File: config.mk
export PLATFORM = sky130hd
export DESIGN_NAME = four_lane_string_hash_unit
export DESIGN_NICKNAME = d
export VERILOG_FILES = /design/src/rtl/core/fsh_pkg.sv /design/src/rtl/core/fsh_lanes.sv /design/src/rtl/core/fsh_combine.sv /design/src/rtl/core/four_lane_string_hash_unit.sv
export SDC_FILE = /design/constraint.sdc
export NUM_CORES = 2
export LEC_CHECK = 0
export BUFFER_PORTS_ARGS = -buffer_cell sky130_fd_sc_hd__buf_4
export CAP_MARGIN = 20
export CORE_UTILIZATION = 45
export CTS_BUF_LIST = sky130_fd_sc_hd__clkbuf_2
export CTS_CLUSTER_SIZE = 16
export DETAILED_ROUTE_END_ITERATION = 16
export PLACE_DENSITY = 0.56
export SYNTH_ARGS = -nofsm -noshare
export SYNTH_HDL_FRONTEND = slang
export SYNTH_HIERARCHICAL = 1
export SYNTH_SLANG_ARGS = --single-unit
File: constraint.sdc
create_clock -name clk -period 26 [get_ports clk]
set_input_delay 7.8 -clock clk [delete_from_list [all_inputs] [get_ports clk]]
set_output_delay 7.8 -clock clk [all_outputs]
set_load 0.005 [all_outputs]
File: src/rtl/core/fsh_pkg.sv
// Shared widths and types for the four-lane string hash.
// No dependencies; imported by every module of the block.
package fsh_pkg;

    localparam int UNIT_W    = 16;
    localparam int LANE_W    = 32;
    localparam int NUM_LANES = 4;
    localparam int PTR_W     = 2;
    localparam int HASH_W    = 64;

    typedef logic [LANE_W-1:0] lane_t;
    typedef lane_t [NUM_LANES-1:0] lane_set_t;

    // Final lane values of one string, handed to the combining stages.
    typedef struct packed {
        logic      valid;
        lane_set_t lanes;
    } fold_word_t;

endpackage

File: src/rtl/core/fsh_lanes.sv
// Input register, per-lane multiply-add and end-of-string snapshot.
// Depends on fsh_pkg.
module fsh_lanes
    import fsh_pkg::*;
(
    input  logic              clk,
    input  logic              rst_n,
    input  logic              item_valid,
    output logic              item_stall,
    input  logic [UNIT_W-1:0] code_unit,
    input  logic              has_char,
    input  logic              last,
    output fold_word_t        fold,
    input  logic              fold_take
);

    localparam logic [16:0] LANE_MULT = 17'h1003F;

    logic              in_valid_reg;
    logic              in_valid_next;
    logic [UNIT_W-1:0] unit_reg;
    logic              char_reg;
    logic              last_reg;
    lane_set_t         lanes_reg;
    lane_set_t         lanes_next;
    lane_set_t         lanes_upd;
    logic [PTR_W-1:0]  ptr_reg;
    logic [PTR_W-1:0]  ptr_next;
    logic              fold_valid_reg;
    logic              fold_valid_next;
    lane_set_t         fold_lanes_reg;
    logic [48:0]       lane_prod;
    lane_t             lane_new;
    logic              fold_free;
    logic              in_go;
    logic              accept;

    assign fold_free  = !fold_valid_reg || fold_take;
    assign in_go      = in_valid_reg && (!last_reg || fold_free);
    assign item_stall = in_valid_reg && !in_go;
    assign accept     = item_valid && !item_stall;

    assign lane_prod = lanes_reg[ptr_reg] * LANE_MULT;
    assign lane_new  = lane_prod[LANE_W-1:0] + {{(LANE_W-UNIT_W){1'b0}}, unit_reg};

    always_comb
    begin
        for (int k = 0; k < NUM_LANES; k++)
        begin
            if (char_reg && ptr_reg == PTR_W'(k))
            begin
                lanes_upd[k] = lane_new;
            end
            else
            begin
                lanes_upd[k] = lanes_reg[k];
            end
        end
    end

    always_comb
    begin
        lanes_next = lanes_reg;
        ptr_next   = ptr_reg;
        if (in_go)
        begin
            if (last_reg)
            begin
                lanes_next = '0;
                ptr_next   = '0;
            end
            else
            begin
                lanes_next = lanes_upd;
                ptr_next   = char_reg ? ptr_reg + PTR_W'(1) : ptr_reg;
            end
        end
    end

    assign in_valid_next   = accept || (in_valid_reg && !in_go);
    assign fold_valid_next = (in_go && last_reg) || (fold_valid_reg && !fold_take);

    always_ff @(posedge clk or negedge rst_n)
    begin
        if (!rst_n)
        begin
            in_valid_reg   <= 1'b0;
            lanes_reg      <= '0;
            ptr_reg        <= '0;
            fold_valid_reg <= 1'b0;
        end
        else
        begin
            in_valid_reg   <= in_valid_next;
            lanes_reg      <= lanes_next;
            ptr_reg        <= ptr_next;
            fold_valid_reg <= fold_valid_next;
        end
    end

    always_ff @(posedge clk)
    begin
        if (accept)
        begin
            unit_reg <= code_unit;
            char_reg <= has_char;
            last_reg <= last;
        end
        if (in_go && last_reg)
        begin
            fold_lanes_reg <= lanes_upd;
        end
    end

    assign fold.valid = fold_valid_reg;
    assign fold.lanes = fold_lanes_reg;

    // A finished string leaves all lanes and the pointer cleared.
    a_clear_after_last: assert property (@(posedge clk) disable iff (!rst_n)
        (in_go && last_reg) |=> (ptr_reg == '0 && lanes_reg == '0))
        else $error("lanes not cleared after end of string");

    // A word without a character leaves the lane pointer alone.
    a_idle_keeps_ptr: assert property (@(posedge clk) disable iff (!rst_n)
        (in_go && !char_reg && !last_reg) |=> $stable(ptr_reg))
        else $error("lane pointer moved on an idle word");

    // A snapshot that is not taken is held unchanged.
    a_fold_held: assert property (@(posedge clk) disable iff (!rst_n)
        (fold_valid_reg && !fold_take) |=> (fold_valid_reg && $stable(fold_lanes_reg)))
        else $error("pending lane snapshot lost or changed");

endmodule

File: src/rtl/core/fsh_combine.sv
// Weighted combination of the four final lanes into the 64-bit hash.
// Depends on fsh_pkg; fed by fsh_lanes.
module fsh_combine
    import fsh_pkg::*;
(
    input  logic              clk,
    input  logic              rst_n,
    input  fold_word_t        fold,
    output logic              fold_take,
    output logic              result_valid,
    input  logic              result_stall,
    output logic [HASH_W-1:0] hash
);

    // Each weight of lanes 0 to 2 is split into small factors placed above or below bit 32; lane 3 has weight one.
    localparam logic [9:0] C0_HI = 10'd486;
    localparam logic [9:0] C0_LO = 10'd729;
    localparam logic [9:0] C1_HI = 10'd36;
    localparam logic [9:0] C1_LO = 10'd81;
    localparam logic [9:0] C2_LO = 10'd9;

    typedef logic [NUM_LANES-1:0][HASH_W-1:0] term_set_t;

    logic              term_valid_reg;
    logic              term_valid_next;
    term_set_t         term_reg;
    term_set_t         term_new;
    logic              out_valid_reg;
    logic              out_valid_next;
    logic [HASH_W-1:0] hash_reg;
    logic [41:0]       p0_hi;
    logic [41:0]       p0_lo;
    logic [41:0]       p1_hi;
    logic [41:0]       p1_lo;
    logic [41:0]       p2_lo;
    logic              out_ready;
    logic              out_load;
    logic              term_free;

    assign out_ready = !out_valid_reg || !result_stall;
    assign out_load  = term_valid_reg && out_ready;
    assign term_free = !term_valid_reg || out_load;
    assign fold_take = fold.valid && term_free;

    assign p0_hi = {10'b0, fold.lanes[0]} * {32'b0, C0_HI};
    assign p0_lo = {10'b0, fold.lanes[0]} * {32'b0, C0_LO};
    assign p1_hi = {10'b0, fold.lanes[1]} * {32'b0, C1_HI};
    assign p1_lo = {10'b0, fold.lanes[1]} * {32'b0, C1_LO};
    assign p2_lo = {10'b0, fold.lanes[2]} * {32'b0, C2_LO};

    assign term_new[0] = {p0_hi[31:0], 32'b0} - {22'b0, p0_lo};
    assign term_new[1] = {22'b0, p1_lo} - {p1_hi[31:0], 32'b0};
    assign term_new[2] = {fold.lanes[2][30:0], 33'b0} - {22'b0, p2_lo};
    assign term_new[3] = {32'b0, fold.lanes[3]};

    assign term_valid_next = fold_take || (term_valid_reg && !out_load);
    assign out_valid_next  = out_load || (out_valid_reg && result_stall);

    always_ff @(posedge clk or negedge rst_n)
    begin
        if (!rst_n)
        begin
            term_valid_reg <= 1'b0;
            out_valid_reg  <= 1'b0;
        end
        else
        begin
            term_valid_reg <= term_valid_next;
            out_valid_reg  <= out_valid_next;
        end
    end

    always_ff @(posedge clk)
    begin
        if (fold_take)
        begin
            term_reg <= term_new;
        end
        if (out_load)
        begin
            hash_reg <= (term_reg[0] + term_reg[1]) + (term_reg[2] + term_reg[3]);
        end
    end

    assign result_valid = out_valid_reg;
    assign hash         = hash_reg;

    // Terms waiting on a full output register must not be overwritten.
    a_terms_held: assert property (@(posedge clk) disable iff (!rst_n)
        (term_valid_reg && !out_ready) |=> (term_valid_reg && $stable(term_reg)))
        else $error("pending hash terms lost or changed");

    // A snapshot is only taken when the term stage can hold it.
    a_take_free: assert property (@(posedge clk) disable iff (!rst_n)
        fold_take |-> (!term_valid_reg || out_load))
        else $error("snapshot taken into an occupied term stage");

    // A loaded hash always follows a valid term stage.
    a_out_source: assert property (@(posedge clk) disable iff (!rst_n)
        (!out_valid_reg && !term_valid_reg) |=> !out_valid_reg)
        else $error("result raised without terms");

endmodule

File: src/rtl/core/four_lane_string_hash_unit.sv
// Top level of the four-lane string hash: lane update and hash combining.
// Depends on fsh_pkg, fsh_lanes and fsh_combine.
//
//  channel  | handshake                   | payload
//  ---------+-----------------------------+---------------------------
//  item     | item_valid / item_stall     | code_unit, has_char, last
//  result   | result_valid / result_stall | hash
//
// One word is taken every cycle while the result side keeps moving.
// A string's last word passes the input register, lane snapshot, term stage and output register.
// The input register, lane stage, term stage and output register each
// hold one word, so a stalled result backs up through them before
// item_stall rises. Reset clears the lanes, the lane pointer and all
// stage valid flags.
module four_lane_string_hash_unit
    import fsh_pkg::*;
(
    input  logic              clk,
    input  logic              rst_n,
    input  logic              item_valid,
    output logic              item_stall,
    input  logic [UNIT_W-1:0] code_unit,
    input  logic              has_char,
    input  logic              last,
    output logic              result_valid,
    input  logic              result_stall,
    output logic [HASH_W-1:0] hash
);

    fold_word_t fold;
    logic       fold_take;

    fsh_lanes u_lanes (
        .clk        (clk),
        .rst_n      (rst_n),
        .item_valid (item_valid),
        .item_stall (item_stall),
        .code_unit  (code_unit),
        .has_char   (has_char),
        .last       (last),
        .fold       (fold),
        .fold_take  (fold_take)
    );

    fsh_combine u_combine (
        .clk          (clk),
        .rst_n        (rst_n),
        .fold         (fold),
        .fold_take    (fold_take),
        .result_valid (result_valid),
        .result_stall (result_stall),
        .hash         (hash)
    );

endmodule

# Yosys cells after proc, flatten, opt, wreduce, memory -nomap -nowiden
# Index checks and enable logic that the tools add are counted.
# word_totals
output_inout_bits	66
word_cells	81
reg_bits	568
input_bits	22
# classes
addsub	8
n_eq_ne	3
n_mux	9
multipliers	6
order_cmp	1
reduce_logical	33
# op_table
operator	count
2-to-1 mux 32 bit	5
adder 64 bit	2
2-to-1 mux 128 bit	1
adder 64 x 32 -> 64 bit	1
binary-select mux 32 bit (select 2 bit)	1
subtractor 39 x 64 -> 64 bit	1
subtractor 64 x 36 -> 64 bit	1
subtractor 64 x 42 -> 64 bit	1
multiplier 32 x 10 -> 42 bit (second input constant)	1
multiplier 32 x 7 -> 39 bit (second input constant)	1
multiplier 32 x 4 -> 36 bit (second input constant)	1
adder 32 x 16 -> 32 bit	1
multiplier 32 x 17 -> 32 bit (second input constant)	1
multiplier 32 x 4 -> 30 bit (second input constant)	1
multiplier 32 x 8 -> 31 bit (second input constant)	1
logical AND 1 bit	13
logical NOT 1 bit	9
logical OR 1 bit	8
== test 2 bit (second input constant)	2
2-to-1 mux 2 bit	2
less-than comparator 2 x 3 -> 1 bit (second input constant)	1
adder 2 x 1 -> 2 bit (second input constant)	1
== test 2 x 1 -> 1 bit (second input constant)	1
logical NOT 2 bit	1
2 further kinds	2

# Longest topological paths before layout
# depth
word_depth	13
ltp_mapped	25
mapped_depth_nobuf	25

# Modules after synthesis
# Netlist, hierarchy kept.
# by_module_without_submodules
mod	n_inst	area_per_inst_um2	seq_area_each_um2	cells_per_inst
fsh_combine	1	36357.4	8698.3	3628
fsh_lanes	1	18330.1	7687.4	1603

# Least setup slack after synthesis
# Ideal clock, no wire load.
# synth_timing
path_kind	in2out
startpoint	input result_stall
endpoint	output item_stall
stages	5
t_arrival_ns	13.708
n_path_buf	0
required_time_ns	18.200
slack_ns	4.492
path_cell_list	nand3_1 and2_1 nor2b_1 nand3_1 inv_1
# synth_via
elab_chain_len	10
# synth_lines
item	line_no	rtl
start, declared	four_lane_string_hash_unit.sv:26	input logic result_stall,
logical NOT 1 bit	fsh_combine.sv:40	assign out_ready = !out_valid_reg || !result_stall;
logical OR 1 bit	fsh_combine.sv:40	
logical AND 1 bit	fsh_combine.sv:41	assign out_load = term_valid_reg && out_ready;
logical OR 1 bit	fsh_combine.sv:42	assign term_free = !term_valid_reg || out_load;
logical AND 1 bit	fsh_combine.sv:43	assign fold_take = fold.valid && term_free;
via fold_take	four_lane_string_hash_unit.sv:31	logic fold_take;
logical OR 1 bit	fsh_lanes.sv:38	assign fold_free = !fold_valid_reg || fold_take;
logical OR 1 bit	fsh_lanes.sv:39	assign in_go = in_valid_reg && (!last_reg || fold_free);
logical AND 1 bit	fsh_lanes.sv:39	
logical NOT 1 bit	fsh_lanes.sv:40	assign item_stall = in_valid_reg && !in_go;
logical AND 1 bit	fsh_lanes.sv:40	
end, declared	four_lane_string_hash_unit.sv:21	output logic item_stall,
# The timed path passes the listed nets, and every way through them passes these cells.

# Worst setup path after layout
# Same ends and word-level chain as after synthesis.

==> flow_metrics.tcl <==
set metrics [dict create \
    outcome "completed" \
    area.growth.synth_to_final_pct 7.00 \
    cts_resized 0 \
    synth_top_area_share_pct 23.8 \
    cp-start-kind "primary input" \
    setup_viol 0 \
    cts_root_buffer "clkbuf_2" \
    crit_path_start "result_stall" \
    slowest_delay_ns 0.29 \
    port_buffers 87 \
    period_share_pct 64.2 \
    setup_tns_ns 0 \
    r2r_end "u_lanes/fold[23]" \
    finClkSkew_ns 0.200 \
    largest_register_ffs 224 \
    cts_buffer_depth 3 \
    synth_area_leaders "edfxtp_1, fa_1, ha_1" \
    yosysTopAreaCell "edfxtp_1" \
    syn_area_sq_um 54700 \
    fp.dieW_microns 351 \
    tightest_slew_ns 1.14 \
    rows 127 \
    grt_start_max_net_pins 156 \
    synthArstFlopShare_pct 23.6 \
    clkTransAtPathRegs_ns 0.09 \
    ioPinCount 88 \
    synth_most_common_cell "inv_1" \
    yosysUniqueCellTypes 99 \
    synth_ff_type "edfxtp_1" \
    hp-start "u_lanes/fold[116]" \
    hold_viol 0 \
    grt_pass1_wl_microns 233000 \
    wl_microns 153000 \
    antenna_left 0 \
    cp_max_fo 3 \
    critPathCaptureType "output port" \
    clock.fmax_mhz 59.9 \
    wl_per_cell_microns 21.4 \
    syn_nets 6443 \
    relSlewSlack_pct 23.1 \
    vias_per_cell 5.38 \
    critPathArrivalTime_ns 8.90 \
    path_cells "buf_4, nand3_1, and2_4, nor2b_1, nand3_1, inv_1, buf_4" \
    ys.warnings.count 6 \
    synthesis.instances 5231 \
    hpwl_microns 126000 \
    insertion_delay_ns 1.55 \
    rsz0062_at_grt "no" \
    clock_sinks 568 \
    drive_gt1_share_pct 8.99 \
    synth_area_per_cell_sq_um 10.5 \
    numCtsBuffers 155 \
    ctsHoldBuffers 0 \
    grt_overflow 0 \
    cts_tree "done" \
    routabilityCongestion 0.974 \
    crit_required_ns 18.20 \
    start_util_pct 45.5 \
    endpoint "item_stall" \
    die_h_microns 351 \
    slew_violations 0 \
    vias 38300 \
    synth_common_cells "inv_1, ha_1, fa_1, edfxtp_1, nand2_1" \
    synth_seq_area_share_pct 30.0 \
    r2r_cells 20 \
    design.core.area_sq_um 120000 \
    grt_pass1_vias 38500 \
    reg2reg_slack_ns 18.25 \
    final.min_clock_period_ns 16.70 \
    die_area_sq_um 123000 \
    cap_viol_max_count 0 \
    drtIter0Drc 2797 \
    worstReg2RegStart "u_lanes/ptr_reg[1]" \
    drc 0 \
    crit_slowest_cell "nor2b_1" \
    first_pass_iters 6 \
    track_usage_pct 25.4 \
    synth-seq-cells 568 \
    ctsHtreeMaxLevel 4 \
    hp-class "flip-flop to flip-flop" \
    critPathKind "primary input to output port" \
    post_cts.repair.setup_buffers 0 \
    antenna_found_initial 5 \
    synth_edf_count 434 \
    layout.nets 6585 \
]
## cell type report
class	instances	area [sq um]
inverter	971	3640
tap	1612	2020
clock inverter	61	345
clock buffer	218	1090
multi-input combinational	3563	34100
antenna	8	20.0
timing repair buffer	114	872
fill	11500	61800
sequential	568	16400
## cell usage in the layout (no fill, tap or decap), types with 38 or more instances in the layout
| cell | n |
|---|---|
| o21ai_0 | 231 |
| mux2_2 | 44 |
| clkbuf_2 | 218 |
| ha_1 | 684 |
| nor3_1 | 47 |
| xor2_1 | 132 |
| edfxtp_1 | 434 |
| nand3_1 | 83 |
| nor2_1 | 173 |
| a21oi_1 | 252 |
| nand2_1 | 359 |
| o21a_1 | 38 |
| a31oi_1 | 41 |
| inv_1 | 971 |
| nand4_1 | 41 |
| xnor2_1 | 192 |
| buf_4 | 112 |
| fa_1 | 506 |
| dfrtp_1 | 133 |
| a22o_1 | 61 |
| a21o_1 | 154 |
## stage by stage
step / util (%) / hold WS (ns) / cell area (sq um) / instances / setup WS (ns)
final: 48.6 / 0.398 / 58500 / 7115 / 9.30
after global placement: 47.4 / 0.403 / 57100 / 6828 / 9.26
after detailed placement: 47.4 / 0.405 / 57100 / 6828 / 9.29
after CTS: 48.6 / 0.377 / 58500 / 7107 / 9.27
after global routing: 48.6 / 0.387 / 58500 / 7113 / 9.14
after floorplan: - / 0.400 / 54700 / 5231 / 4.49
## metal layers
layer,wire length [microns],global-route usage [%],up-vias
met5,13,0,-
met4,5170,9.18,2
met1,70000,34.8,18900
met2,70800,41.0,976
li1,-,-,18200
met3,6620,3.62,209
## worst min-delay path by stage
stage / end / slack, ns / cells after the start
6_report: u_combine/term_reg[212] / 0.40 / 0
3_3_place_gp: u_combine/term_reg[214] / 0.40 / 0
4_1_cts: u_combine/term_reg[212] / 0.38 / 0
3_5_place_dp: u_combine/term_reg[197] / 0.40 / 0
2_1_floorplan: u_combine/term_reg[192] / 0.40 / 0
5_1_grt: u_combine/term_reg[217] / 0.39 / 0
## worst max-delay path: cells and delay by family
family	cells	cell delay [ns]
buffers and inverters	3	0.32
AND/OR/NAND/NOR	4	0.78
## kinds of logic after synthesis
logic type	count (synthesis)	synth area share, %
XOR/XNOR	330	5.37
adder cells (fa/ha/maj)	1190	34.2
multiplexers	90	2.53
buffers and inverters	1100	7.66
flip-flops	568	30.0
AND/OR/NAND/NOR	918	7.97
AO/OA/AOI/OAI	1035	12.3
Power is not shown: default switching activity piles up to over one toggle a cycle in this logic, so the estimate is an artifact.
